**src/adcsa_pkg.sv**
```systemverilog
package adcsa_pkg;

  localparam int CHANNELS  = 3;
  localparam int ROUNDS    = 4;
  localparam int DATA_BITS = 24;

  localparam int CH_W      = 2;
  localparam int RD_W      = $clog2(ROUNDS);
  localparam int DEPTH     = CHANNELS * ROUNDS;
  localparam int IDX_W     = $clog2(DEPTH);
  localparam int ACC_W     = DATA_BITS + RD_W;
  localparam int CNT_W     = 16;
  localparam int ACT_W     = 3;

  localparam logic [CNT_W-1:0] CNT_MAX = 16'hFFFF;

  // Result action codes.
  typedef enum logic [ACT_W-1:0] {
    ACT_BEGIN   = 3'd0,
    ACT_PULSE   = 3'd1,
    ACT_SETTLE  = 3'd2,
    ACT_WAITING = 3'd3,
    ACT_STORED  = 3'd4,
    ACT_ZERO    = 3'd5,
    ACT_RESET   = 3'd6
  } act_t;

  // Conversion phase, one-hot.
  typedef enum logic [3:0] {
    PH_IDLE   = 4'b0001,
    PH_PULSE  = 4'b0010,
    PH_SETTLE = 4'b0100,
    PH_READ   = 4'b1000
  } phase_t;

  // Datapath controls issued by the microcode.
  typedef struct packed {
    logic take;      // input port open
    logic exec;      // run one tick of the sequence
    logic out_load;  // load the result register when it is free
    logic out_avg;   // the loaded result carries an average
    logic rd_issue;  // read the sample store at the summing pointers
    logic acc_add;   // add the read sample, advance the round pointer
    logic ch_step;   // next channel of the averaging pass
  } ctl_t;

  // Conditions returned by the datapath for microcode jumps.
  typedef struct packed {
    logic in_fire;
    logic emit;
    logic out_free;
    logic rd_last;
    logic ch_last;
  } stat_t;

endpackage

```
**src/adcsa_in_if.sv**
```systemverilog
interface adcsa_in_if;
  logic                              valid;
  logic                              ready;
  logic                              data_ready;
  logic [adcsa_pkg::DATA_BITS-1:0]   adc_data;

  modport source (output valid, output data_ready, output adc_data, input ready);
  modport sink (input valid, input data_ready, input adc_data, output ready);
endinterface

```
**src/adcsa_out_if.sv**
```systemverilog
interface adcsa_out_if;
  logic                              valid;
  logic                              ready;
  logic [adcsa_pkg::ACT_W-1:0]       action;
  logic                              avg_valid;
  logic [adcsa_pkg::CH_W-1:0]        avg_channel;
  logic [adcsa_pkg::DATA_BITS-1:0]   avg_value;
  logic [adcsa_pkg::CNT_W-1:0]       reset_total;
  logic                              last;

  modport source (output valid, output action, output avg_valid, output avg_channel,
                  output avg_value, output reset_total, output last, input ready);
  modport sink (input valid, input action, input avg_valid, input avg_channel,
                input avg_value, input reset_total, input last, output ready);
endinterface

```
**src/adcsa_seq.sv**
```systemverilog
// Microcode sequencer: a step counter walks a small control ROM and takes
// conditional jumps on the status flags from the datapath.
module adcsa_seq (
  input  logic              clk,
  input  logic              rst,
  input  adcsa_pkg::stat_t  stat,
  output adcsa_pkg::ctl_t   ctl
);

  typedef enum logic [2:0] {
    C_ALWAYS   = 3'd0,
    C_IN       = 3'd1,
    C_EMIT     = 3'd2,
    C_OUT_FREE = 3'd3,
    C_RD_LAST  = 3'd4,
    C_CH_LAST  = 3'd5
  } cond_t;

  typedef enum logic [2:0] {
    S_FETCH  = 3'd0,
    S_EXEC   = 3'd1,
    S_PUT1   = 3'd2,
    S_ADDR   = 3'd3,
    S_ACC    = 3'd4,
    S_PUTA   = 3'd5,
    S_NEXTCH = 3'd6
  } step_t;

  typedef struct packed {
    cond_t            cond;
    step_t            tgt_t;
    step_t            tgt_f;
    adcsa_pkg::ctl_t  ctl;
  } ucw_t;

  function automatic ucw_t rom(input step_t s);
    ucw_t w;
    w = '{cond: C_IN, tgt_t: S_EXEC, tgt_f: S_FETCH, ctl: '0};
    unique case (s)
      S_FETCH: begin
        w.ctl.take = 1'b1;
      end
      S_EXEC: begin
        w = '{cond: C_EMIT, tgt_t: S_ADDR, tgt_f: S_PUT1, ctl: '0};
        w.ctl.exec = 1'b1;
      end
      S_PUT1: begin
        w = '{cond: C_OUT_FREE, tgt_t: S_FETCH, tgt_f: S_PUT1, ctl: '0};
        w.ctl.out_load = 1'b1;
      end
      S_ADDR: begin
        w = '{cond: C_ALWAYS, tgt_t: S_ACC, tgt_f: S_ACC, ctl: '0};
        w.ctl.rd_issue = 1'b1;
      end
      S_ACC: begin
        w = '{cond: C_RD_LAST, tgt_t: S_PUTA, tgt_f: S_ADDR, ctl: '0};
        w.ctl.acc_add = 1'b1;
      end
      S_PUTA: begin
        w = '{cond: C_OUT_FREE, tgt_t: S_NEXTCH, tgt_f: S_PUTA, ctl: '0};
        w.ctl.out_load = 1'b1;
        w.ctl.out_avg  = 1'b1;
      end
      S_NEXTCH: begin
        w = '{cond: C_CH_LAST, tgt_t: S_FETCH, tgt_f: S_ADDR, ctl: '0};
        w.ctl.ch_step = 1'b1;
      end
      default: begin
        w = '{cond: C_ALWAYS, tgt_t: S_FETCH, tgt_f: S_FETCH, ctl: '0};
      end
    endcase
    return w;
  endfunction

  step_t step;
  step_t step_next;
  ucw_t  word;
  logic  hit;

  always_comb begin
    word = rom(step);
    unique case (word.cond)
      C_ALWAYS:   hit = 1'b1;
      C_IN:       hit = stat.in_fire;
      C_EMIT:     hit = stat.emit;
      C_OUT_FREE: hit = stat.out_free;
      C_RD_LAST:  hit = stat.rd_last;
      C_CH_LAST:  hit = stat.ch_last;
      default:    hit = 1'b1;
    endcase
    step_next = hit ? word.tgt_t : word.tgt_f;
    ctl       = word.ctl;
  end

  always_ff @(posedge clk) begin
    if (rst) begin
      step <= S_FETCH;
    end else begin
      step <= step_next;
    end
  end

endmodule

```
**src/adc_scan_average_sequencer_top.sv**
```systemverilog
// ADC scan-and-average sequencer. Each input transfer is one timer tick that
// carries the converter's data-ready level and its data word. The block walks
// the conversion sequence (begin, start pulse, settle, read) over three
// channels and keeps four rounds of samples per channel. Each tick yields one
// result transfer, except the read that closes the fourth round, which yields
// three: the truncated average of the four stored samples of channels 0, 1
// and 2, in that order, with last set on the third. A zero reading is not
// stored but still advances the scan. When data-ready stays low on more
// consecutive read ticks than miss_limit allows, the block reports a
// converter reset, clears its sequence state and sample store, and counts
// the reset in a saturating counter. Control is a microcoded sequencer: a
// step counter runs a seven-word control ROM. A tick that yields one result
// is accepted, executed and written to the result register. A tick that
// yields the averages runs a pass that reads the store through its single
// registered read port, a read and an add per sample, four samples per
// channel, plus a result and a pointer step per channel. Stalls at the
// output hold up both. The next tick is accepted while the last result
// still waits in the output register. miss_limit is to be written through
// cfg_we and cfg_wdata only while the block is idle; the block does not check.
module adc_scan_average_sequencer_top (
  input  logic                          clk,
  input  logic                          rst,
  adcsa_in_if.sink                      in_ch,
  adcsa_out_if.source                   out_ch,
  input  logic                          cfg_we,
  input  logic [adcsa_pkg::CNT_W-1:0]   cfg_wdata
);

  adcsa_pkg::ctl_t   ctl;
  adcsa_pkg::stat_t  stat;

  // Configuration register.
  logic [adcsa_pkg::CNT_W-1:0] miss_limit;

  // Sequence state.
  adcsa_pkg::phase_t              phase;
  logic [adcsa_pkg::CH_W-1:0]     chan;
  logic [adcsa_pkg::RD_W-1:0]     rnd;
  logic [adcsa_pkg::CNT_W-1:0]    miss_count;
  logic [adcsa_pkg::CNT_W-1:0]    reset_count;
  adcsa_pkg::act_t                act;

  // Tick captured at the input transfer.
  logic                              tick_rdy;
  logic [adcsa_pkg::DATA_BITS-1:0]   tick_data;

  // Sample store: one entry per channel and round. The valid bits stand for
  // the cleared value, so a reset or clear only touches the valid bits.
  logic [adcsa_pkg::DATA_BITS-1:0]   store_mem [adcsa_pkg::DEPTH];
  logic [adcsa_pkg::DEPTH-1:0]       store_vld;
  logic [adcsa_pkg::DATA_BITS-1:0]   rdata;
  logic                              rvld;

  // Averaging pass.
  logic [adcsa_pkg::CH_W-1:0]        sch;
  logic [adcsa_pkg::RD_W-1:0]        srd;
  logic [adcsa_pkg::ACC_W-1:0]       acc;

  // Output register.
  logic                              out_valid;
  logic [adcsa_pkg::ACT_W-1:0]       out_action;
  logic                              out_avg_valid;
  logic [adcsa_pkg::CH_W-1:0]        out_avg_channel;
  logic [adcsa_pkg::DATA_BITS-1:0]   out_avg_value;
  logic [adcsa_pkg::CNT_W-1:0]       out_reset_total;
  logic                              out_last;

  // Next values of one tick.
  adcsa_pkg::phase_t              phase_next;
  logic [adcsa_pkg::CH_W-1:0]     chan_next;
  logic [adcsa_pkg::RD_W-1:0]     rnd_next;
  logic [adcsa_pkg::CNT_W-1:0]    miss_next;
  logic [adcsa_pkg::CNT_W-1:0]    reset_count_next;
  adcsa_pkg::act_t                act_next;
  logic                           emit_next;
  logic                           wr_en;
  logic                           clr;
  logic                           out_free;
  logic [adcsa_pkg::IDX_W-1:0]    widx;
  logic [adcsa_pkg::IDX_W-1:0]    ridx;

  adcsa_seq u_seq (
    .clk  (clk),
    .rst  (rst),
    .stat (stat),
    .ctl  (ctl)
  );

  assign in_ch.ready = ctl.take;
  assign out_free    = !out_valid || out_ch.ready;
  assign widx = adcsa_pkg::IDX_W'(32'(chan) * adcsa_pkg::ROUNDS + 32'(rnd));
  assign ridx = adcsa_pkg::IDX_W'(32'(sch) * adcsa_pkg::ROUNDS + 32'(srd));

  assign stat.in_fire  = in_ch.valid && in_ch.ready;
  assign stat.emit     = emit_next;
  assign stat.out_free = out_free;
  assign stat.rd_last  = (srd == adcsa_pkg::RD_W'(adcsa_pkg::ROUNDS - 1));
  assign stat.ch_last  = (sch == adcsa_pkg::CH_W'(adcsa_pkg::CHANNELS - 1));

  // One tick of the conversion sequence.
  always_comb begin
    phase_next       = phase;
    chan_next        = chan;
    rnd_next         = rnd;
    miss_next        = miss_count;
    reset_count_next = reset_count;
    act_next         = adcsa_pkg::ACT_BEGIN;
    emit_next        = 1'b0;
    wr_en            = 1'b0;
    clr              = 1'b0;
    unique case (phase)
      adcsa_pkg::PH_PULSE: begin
        phase_next = adcsa_pkg::PH_SETTLE;
        act_next   = adcsa_pkg::ACT_PULSE;
      end
      adcsa_pkg::PH_SETTLE: begin
        phase_next = adcsa_pkg::PH_READ;
        act_next   = adcsa_pkg::ACT_SETTLE;
      end
      adcsa_pkg::PH_READ: begin
        if (tick_rdy) begin
          miss_next = '0;
          if (tick_data != '0) begin
            wr_en    = 1'b1;
            act_next = adcsa_pkg::ACT_STORED;
          end else begin
            act_next = adcsa_pkg::ACT_ZERO;
          end
          if (chan == adcsa_pkg::CH_W'(adcsa_pkg::CHANNELS - 1)) begin
            chan_next  = '0;
            phase_next = adcsa_pkg::PH_IDLE;
            if (rnd == adcsa_pkg::RD_W'(adcsa_pkg::ROUNDS - 1)) begin
              rnd_next  = '0;
              emit_next = 1'b1;
            end else begin
              rnd_next = rnd + 1'b1;
            end
          end else begin
            chan_next  = chan + 1'b1;
            phase_next = adcsa_pkg::PH_PULSE;
          end
        end else if (miss_count >= miss_limit) begin
          clr        = 1'b1;
          phase_next = adcsa_pkg::PH_IDLE;
          chan_next  = '0;
          rnd_next   = '0;
          miss_next  = '0;
          if (reset_count != adcsa_pkg::CNT_MAX) begin
            reset_count_next = reset_count + 1'b1;
          end
          act_next = adcsa_pkg::ACT_RESET;
        end else begin
          miss_next = miss_count + 1'b1;
          act_next  = adcsa_pkg::ACT_WAITING;
        end
      end
      default: begin
        phase_next = adcsa_pkg::PH_PULSE;
        act_next   = adcsa_pkg::ACT_BEGIN;
      end
    endcase
  end

  always_ff @(posedge clk) begin
    if (rst) begin
      miss_limit  <= adcsa_pkg::CNT_MAX;
      phase       <= adcsa_pkg::PH_IDLE;
      chan        <= '0;
      rnd         <= '0;
      miss_count  <= '0;
      reset_count <= '0;
      store_vld   <= '0;
    end else begin
      if (cfg_we) begin
        miss_limit <= cfg_wdata;
      end
      if (ctl.exec) begin
        phase       <= phase_next;
        chan        <= chan_next;
        rnd         <= rnd_next;
        miss_count  <= miss_next;
        reset_count <= reset_count_next;
        if (clr) begin
          store_vld <= '0;
        end else if (wr_en) begin
          store_vld[widx] <= 1'b1;
        end
      end
    end
  end

  // Store data, input capture and the averaging datapath.
  always_ff @(posedge clk) begin
    if (ctl.exec && wr_en) begin
      store_mem[widx] <= tick_data;
    end
    if (ctl.rd_issue) begin
      rdata <= store_mem[ridx];
      rvld  <= store_vld[ridx];
    end
    if (stat.in_fire) begin
      tick_rdy  <= in_ch.data_ready;
      tick_data <= in_ch.adc_data;
    end
    if (ctl.exec) begin
      act <= act_next;
      sch <= '0;
      srd <= '0;
      acc <= '0;
    end
    if (ctl.acc_add) begin
      acc <= acc + (rvld ? adcsa_pkg::ACC_W'(rdata) : '0);
      srd <= stat.rd_last ? '0 : srd + 1'b1;
    end
    if (ctl.ch_step) begin
      acc <= '0;
      sch <= stat.ch_last ? '0 : sch + 1'b1;
    end
  end

  // Output register; it frees itself when the sink takes the transfer.
  always_ff @(posedge clk) begin
    if (rst) begin
      out_valid <= 1'b0;
    end else if (ctl.out_load && out_free) begin
      out_valid <= 1'b1;
    end else if (out_ch.ready) begin
      out_valid <= 1'b0;
    end
  end

  always_ff @(posedge clk) begin
    if (ctl.out_load && out_free) begin
      out_action      <= act;
      out_avg_valid   <= ctl.out_avg;
      out_avg_channel <= ctl.out_avg ? sch : '0;
      out_avg_value   <= ctl.out_avg ? acc[adcsa_pkg::ACC_W-1:adcsa_pkg::RD_W] : '0;
      out_reset_total <= reset_count;
      out_last        <= ctl.out_avg ? stat.ch_last : 1'b1;
    end
  end

  assign out_ch.valid       = out_valid;
  assign out_ch.action      = out_action;
  assign out_ch.avg_valid   = out_avg_valid;
  assign out_ch.avg_channel = out_avg_channel;
  assign out_ch.avg_value   = out_avg_value;
  assign out_ch.reset_total = out_reset_total;
  assign out_ch.last        = out_last;

`ifndef SYNTHESIS
  // An accepted tick is executed on the very next cycle.
  a_fire_exec: assert property (@(posedge clk) disable iff (rst)
    stat.in_fire |=> ctl.exec)
    else $error("accepted tick not executed");

  // Averages are only started by a ready read of the last channel.
  a_emit_src: assert property (@(posedge clk) disable iff (rst)
    (ctl.exec && emit_next) |-> (phase == adcsa_pkg::PH_READ) && tick_rdy)
    else $error("averaging pass started outside a closing read");

  // A converter reset leaves an empty store and a restarted scan.
  a_reset_clear: assert property (@(posedge clk) disable iff (rst)
    (ctl.exec && clr) |=> (store_vld == '0) && (chan == '0) && (rnd == '0)
      && (phase == adcsa_pkg::PH_IDLE))
    else $error("converter reset did not clear the sequence");
`endif

endmodule

```
**src/flat_wrapper.sv**
```systemverilog
// flat-port wrapper written by rule: the top's interface ports become plain ports
module adc_scan_average_sequencer_top_flat 
  (clk, rst, cfg_we, cfg_wdata, in_ch_valid, in_ch_data_ready, in_ch_adc_data, in_ch_ready, out_ch_valid, out_ch_action, out_ch_avg_valid, out_ch_avg_channel, out_ch_avg_value, out_ch_reset_total, out_ch_last, out_ch_ready);
  adcsa_in_if in_ch_i ();
  adcsa_out_if out_ch_i ();
  input  logic clk;
  input  logic rst;
  input  logic cfg_we;
  input  logic [adcsa_pkg::CNT_W-1:0] cfg_wdata;
  input wire logic [$bits(in_ch_i.valid)-1:0] in_ch_valid;
  input wire logic [$bits(in_ch_i.data_ready)-1:0] in_ch_data_ready;
  input wire logic [$bits(in_ch_i.adc_data)-1:0] in_ch_adc_data;
  output wire logic [$bits(in_ch_i.ready)-1:0] in_ch_ready;
  output wire logic [$bits(out_ch_i.valid)-1:0] out_ch_valid;
  output wire logic [$bits(out_ch_i.action)-1:0] out_ch_action;
  output wire logic [$bits(out_ch_i.avg_valid)-1:0] out_ch_avg_valid;
  output wire logic [$bits(out_ch_i.avg_channel)-1:0] out_ch_avg_channel;
  output wire logic [$bits(out_ch_i.avg_value)-1:0] out_ch_avg_value;
  output wire logic [$bits(out_ch_i.reset_total)-1:0] out_ch_reset_total;
  output wire logic [$bits(out_ch_i.last)-1:0] out_ch_last;
  input wire logic [$bits(out_ch_i.ready)-1:0] out_ch_ready;
  assign in_ch_i.valid = in_ch_valid;
  assign in_ch_i.data_ready = in_ch_data_ready;
  assign in_ch_i.adc_data = in_ch_adc_data;
  assign in_ch_ready = in_ch_i.ready;
  assign out_ch_valid = out_ch_i.valid;
  assign out_ch_action = out_ch_i.action;
  assign out_ch_avg_valid = out_ch_i.avg_valid;
  assign out_ch_avg_channel = out_ch_i.avg_channel;
  assign out_ch_avg_value = out_ch_i.avg_value;
  assign out_ch_reset_total = out_ch_i.reset_total;
  assign out_ch_last = out_ch_i.last;
  assign out_ch_i.ready = out_ch_ready;
  adc_scan_average_sequencer_top u_core (.clk(clk), .rst(rst), .in_ch(in_ch_i), .out_ch(out_ch_i), .cfg_we(cfg_we), .cfg_wdata(cfg_wdata));
endmodule
```
**config.mk**
```make
export PLATFORM = sky130hd
export DESIGN_NAME = adc_scan_average_sequencer_top_flat
export DESIGN_NICKNAME = d
export VERILOG_FILES = /design/src/adcsa_pkg.sv /design/src/adcsa_in_if.sv /design/src/adcsa_out_if.sv /design/src/adcsa_seq.sv /design/src/adc_scan_average_sequencer_top.sv /design/src/flat_wrapper.sv
export SDC_FILE = /design/constraint.sdc
export NUM_CORES = 1
export LEC_CHECK = 0
export BUFFER_PORTS_ARGS = -buffer_cell sky130_fd_sc_hd__buf_2
export CORE_MARGIN = 2
export CORE_UTILIZATION = 50
export DETAILED_ROUTE_END_ITERATION = 12
export PLACE_DENSITY = 0.71
export SYNTH_ARGS = -nofsm -noshare
export SYNTH_HDL_FRONTEND = slang
export SYNTH_SLANG_ARGS = --single-unit
```
**constraint.sdc**
```tcl
create_clock -name clk -period 3.7 [get_ports clk]
set_clock_uncertainty 0.05 [all_clocks]
set_input_delay 0 -clock clk [delete_from_list [all_inputs] [get_ports clk]]
set_output_delay 0 -clock clk [all_outputs]
set_load 0.01 [all_outputs]
```
# == Word level (Yosys, flattened, before mapping) ==
# Memories as Yosys holds them, arrays and structs flattened. A register that Yosys moved wholly into a read port is not among the register bits.
# Cells that the tools add are included.
# word_totals
register_bits,178
ram_bits,288
in_bits,46
elab_cells,127
n_memories,1
# op_classes
add_sub_neg,9
magnitude_cmp,4
n_eq_ne,21
n_mux,49
bitwise_logic,2
reduce_logical,19
# memory_table
memory,depth,width,read_ports,rd_clocked_by_memory_dff,wr,line,source
u_core.store_mem,12,24,1,1,1,adc_scan_average_sequencer_top.sv:49,logic [adcsa_pkg::DATA_BITS-1:0] store_mem [adcsa_pkg::DEPTH];
# op_table
cell,count
9-bit one-hot mux with 7 select lines,1
26-bit 2-to-1 mux,2
6-bit one-hot mux with 6 select lines,1
16-bit by 1-bit adder with 16-bit output (second input constant),2
16-bit 2-to-1 mux,2
26-bit adder,1
12-bit 2-to-1 mux,2
2-bit 2-to-1 mux,12
24-bit 2-to-1 mux,1
24-bit nonzero test,1
1-bit 2-to-1 mux,18
16-bit greater-or-equal comparator,1
16-bit != test (second input constant),1
3-bit equality test (second input constant),5
3-bit by 2-bit equality test with 1-bit output (second input constant),4
12-bit bitwise OR,1
4-bit one-hot mux with 3 select lines,1
4-bit by 5-bit less-than comparator with 1-bit output (second input constant),2
2-bit nonzero test,5
3-bit 2-to-1 mux,3
3-bit one-hot mux with 3 select lines,1
2-bit by 1-bit adder with 2-bit output (second input constant),4
4-bit by 2-bit adder with 4-bit output,2
2-bit equality test (second input constant),4
other kinds (20),27

# == Depth between registers and ports, before layout ==
# logic_depth
depth_word,8
depth_mapped,12

# == Cells and area by module ==
# A second synthesis with hierarchy kept.
# hier_totals
cells_unflattened,1387
area_unflattened_um2,20566.0
# modules_own_cells
module,instances,cells_per_inst,area_each_um2,seq_area_each_um2
adc_scan_average_sequencer_top,1,1353,20293.2,13673.1
adcsa_seq,1,34,272.8,60.1

# == Worst setup path after synthesis ==
# Ideal clock, no wire load.
# synth_timing
path_kind,reg2reg
startpoint,reg u_core.u_seq.step[1]
endpoint,reg u_core.u_seq.step[2]
setup_ns,0.074
arrival_time_ns,3.921
required_time_ns,3.576
slack_ns,-0.345
stages_incl_launch_ff,10
n_path_buf,1
period_less_slack_ns,4.045
cell_sequence,dfxtp_1 -> clkbuf_1 -> clkinv_1 -> and3_1 -> a21oi_1 -> a21oi_1 -> and4b_1 -> a21oi_1 -> a21oi_1 -> nor2_1
# synth_via
elab_chain_cells,5
elab_cells_between_ends,17
cone_classes,11 x eq/ne; 4 x mux; 2 x reduce/logical
# synth_rtl
item,line,source
from (decl),adcsa_seq.sv:75,step_t step;
from (signal assigned),adcsa_seq.sv:99,step <= step_next;
3-bit equality test (tied with other cells),adcsa_seq.sv:39,unique case (s)
9-bit one-hot mux with 7 select lines / 1-bit 2-to-1 mux (equally long branches),adcsa_seq.sv:39,
3-bit equality test (tied with other cells),adcsa_seq.sv:82,unique case (word.cond)
1-bit one-hot mux with 5 select lines,adcsa_seq.sv:82,
3-bit 2-to-1 mux *,adcsa_seq.sv:91,step_next = hit ? word.tgt_t : word.tgt_f;
# Mark *: on every way between the ends. The rest lies on a longest branch, timed or not.
# A chain may end at the register's enable or synchronous reset.

# == Worst setup path in the final report ==
# layout_timing
startpoint,reg u_core.rvld
endpoint,reg u_core.acc[24] (netlist bit)
# layout_via
elab_chain_cells,3
# layout_rtl
item,line,source
from (decl),adc_scan_average_sequencer_top.sv:52,logic rvld;
from (signal assigned),adc_scan_average_sequencer_top.sv:199,rvld <= store_vld[ridx];
24-bit 2-to-1 mux,adc_scan_average_sequencer_top.sv:212,acc <= acc + (rvld ? adcsa_pkg::ACC_W'(rdata) : '0);
26-bit adder,adc_scan_average_sequencer_top.sv:212,
26-bit 2-to-1 mux,adc_scan_average_sequencer_top.sv:211,if (ctl.acc_add) begin
to (signal assigned),adc_scan_average_sequencer_top.sv:212,
to (decl),adc_scan_average_sequencer_top.sv:57,logic [adcsa_pkg::ACC_W-1:0] acc;
# Every way passes these cells.

==> flow_metrics.py <==
metrics = {
    "sta": {
        "min_period_over_period_pct": 78.9,
        "fin_ws_ps": 781,
        "relSlewSlack_pct": 35.0,
        "holdWs_ps": 67.0,
        "fmax_ghz": 0.343,
        "drv_slew": 0,
        "min_period_ps": 2920,
        "fin_setup_tns_ps": 0,
        "setup_viol": 0,
        "max_slew.worst_pin.slew_ps": 975,
        "hold_viol": 0,
        "rsz0062_at_grt": "false",
    },
    "placement": {
        "place_hpwl_microns": 25300,
        "dpl_cell_area_sq_um": 21500,
        "numPortBuffers": 94,
        "gp_congestion": 0.852,
        "pre_cts_slack_ps": 763,
        "place_inst": 1950,
    },
    "power": {
        "clkPwrFrac_pct": 38.3,
        "comb_power_share_pct": 11.3,
        "power.switching_mw": 3.06,
        "internal_power_mw": 9.80,
        "pwr-share-seq_pct": 50.4,
        "p_leak_nw": 8.53,
        "p_sw_share_pct": 23.8,
        "vdd_drop_max_v": 0.000374,
        "powerDensity_nw_per_um2": 539,
        "fin_total_pwr_mw": 12.9,
    },
    "yosys": {
        "yosys.cell_types.count": 66,
        "synthArstFlopShare_pct": 0,
        "ys_seq_elements": 490,
        "synth_warnings": 0,
        "synth-edff-count": 392,
        "ys.flop_type": "edfxtp_1",
        "avgSynthCellArea_sq_um": 14.9,
        "syn-instance-count": 1358,
        "syn-cell-area_sq_um": 20300,
        "syn_nets": 1453,
        "seq_area_frac_synth_pct": 67.7,
    },
    "drt": {
        "drc_errors": 0,
        "ant_nets": 0,
        "drt-pass1-iter-count": 6,
        "vias_per_cell": 5.55,
        "drtIter0Drc": 654,
        "routed_wl_microns": 40900,
        "wire_per_inst_microns": 19.3,
        "vias": 11700,
    },
    "cells_and_area": {
        "nets": 1646,
        "design_area_sq_um": 23900,
        "most-common-layout-cells": "edfxtp_1, nand2_1, dfxtp_1, buf_2",
        "final_util_pct": 59.8,
        "n_antenna_cell": 0,
        "instances_no_fill": 2116,
        "synthToLayoutAreaGrowth_pct": 17.7,
        "fill_cells": 2964,
        "final_common_cell": "edfxtp_1",
        "drive_gt1_share_pct": 18.4,
    },
    "setup_path": {
        "r2r_cells": 12,
        "critPathMaxFanout": 4,
        "crit_path_start_kind": "flop",
        "cp.required_ps": 4130,
        "endpoint": "u_core.acc[24]",
        "rr_endpoint": "u_core.acc[24]",
        "r2r_setup_slack_ps": 780,
        "crit_start": "u_core.rvld",
        "r2r-start": "u_core.rvld",
        "worst_setup_path_end_kind": "flop",
        "critPathKind": "reg -> reg",
        "cp_data_arrival_time_ps": 3350,
    },
    "clock_tree": {
        "ctsResizeCount": 0,
        "numCtsBuffers": 49,
        "clockBufferDepth": 3,
        "cts_tree": "done",
        "cts_max_level": 2,
        "clock-root-buffer": "clkbuf_16",
        "cts.clk_slew.worst_paths_ps": 60,
        "cts.sinks": 490,
        "clk_latency_ps": 590,
    },
    "floorplan": {
        "io_pins": 95,
        "die_w_microns": 205,
        "die_area_sq_um": 42200,
        "start_util_pct": 50.8,
        "rows": 73,
        "die_h_microns": 205,
        "core_sq_um": 39900,
    },
    "global_route": {
        "antenna_found_initial": 0,
        "grt_pass1_wl_microns": 65100,
        "grt_overflow": 0,
        "grt_max_degree": 53,
        "grt_pass1_vias": 11800,
        "grt_usage_pct": 20.2,
    },
    "run_status": {
        "status": "completed",
    },
    "job": {
        "max_cap_viol_count": 0,
    },
    "min_path": {
        "hold_path_class": "in -> reg",
    },
}
-- critical path: stages (launching register included) --
cell	delay, ps
edfxtp_1	360
and2_1	140
ha_1	160
inv_1	60
fa_1	380
nand2b_1	210
a21oi_1	210
o2111ai_1	200
and4_1	250
a211o_1	350
a2bb2oi_1	230
o211ai_1	120
o311ai_0	100
-- state kept, by name, summed over array words and instances (netlist names), 3 cells and up --
signal,count
u_core.act,3
u_core.rdata,24
u_core.out_ch.action,3
u_core.store_vld,12
u_core.reset_count,16
u_core.miss_limit,16
u_core.phase,4
u_core.tick_data,24
u_core.out_ch.avg_value,24
u_core.store_mem,288
u_core.u_seq.step,3
u_core.acc,26
u_core.out_ch.reset_total,16
u_core.miss_count,16
-- per-layer routing --
| layer | up-vias | share of wire, % | GRT usage (%) | routed length [microns] |
|---|---|---|---|---|
| li1 | 5562 | - | - | - |
| met1 | 5810 | 44 | 27.6 | 18000 |
| met3 | 76 | 4.6 | 3.42 | 1890 |
| met2 | 298 | 49 | 33.1 | 19900 |
| met5 | - | 0 | 0 | 0 |
| met4 | 0 | 2.7 | 6.50 | 1110 |
-- power groups by stage --
stage	clock [mW]	sequential [mW]	combinational, mW
2_1_floorplan	0	6.53	0.969
3_3_place_gp	0	6.59	1.37
3_5_place_dp	0	6.60	1.39
4_1_cts	5.02	6.49	1.46
5_1_grt	5.24	6.52	1.60
6_report	4.93	6.49	1.45
-- synthesized netlist by cell type (all sizes together) (8+ instances only) --
cell	instances	area share, %
a21oi	56	1.4
dfxtp	98	9.7
nor3	13	0.32
or3	9	0.28
nand2b	9	0.28
buf	15	0.37
a21o	15	0.56
nor2	84	1.6
nand2	104	1.9
o21ai	56	1.4
edfxtp	392	58
mux2i	30	1.5
inv	35	0.65
o211ai	21	0.78
a31oi	10	0.38
and2	57	1.8
ha	48	3.0
xor2	26	1.1
nand4	14	0.43
nor4	8	0.25
a22o	21	0.91
nand3	23	0.59
xnor2	18	0.78
and3	12	0.37
mux4	75	8.3
clkbuf	49	0.91
-- how the worst min path moves through the flow --
stage	startpoint	end	slack (ps)	depth (start not counted)
4_1_cts	in_ch_adc_data[19]	u_core.tick_data[19]	40	2
5_1_grt	in_ch_adc_data[20]	u_core.tick_data[20]	40	2
3_5_place_dp	in_ch_adc_data[20]	u_core.tick_data[20]	130	1
2_1_floorplan	in_ch_adc_data[0]	u_core.tick_data[0]	50	0
6_report	in_ch_adc_data[20]	u_core.tick_data[20]	70	2
3_3_place_gp	in_ch_adc_data[7]	u_core.tick_data[7]	130	1
-- final cells by class --
cell class	instances	area [sq um]	share of cell area (%)
flip-flops and latches	490	13700	57.6
multi-input cells	767	6190	25.9
repair buffers	206	1540	6.44
clock inverters	26	274	1.15
clock buffers	65	1340	5.61
well taps	525	657	2.75
inverters	37	139	0.582
-- logic make-up (layout without fill, tap and decap cells) --
kind of cell	Yosys count	in the layout	share of synthesized area [%]
mux	105	105	9.81
buf+inv	101	334	1.96
flops	490	490	67.7
fa+ha+maj	49	49	3.06
xor+xnor	44	44	1.90
compound gates	209	209	6.71
simple gates	360	360	8.84
-- repair_timing --
item | CTS | global route
setup buffers | 0 | 0
hold buffers | 75 | 0
endpoints found under the hold margin | 68 | 0
(Power assumes the default switching activity.)
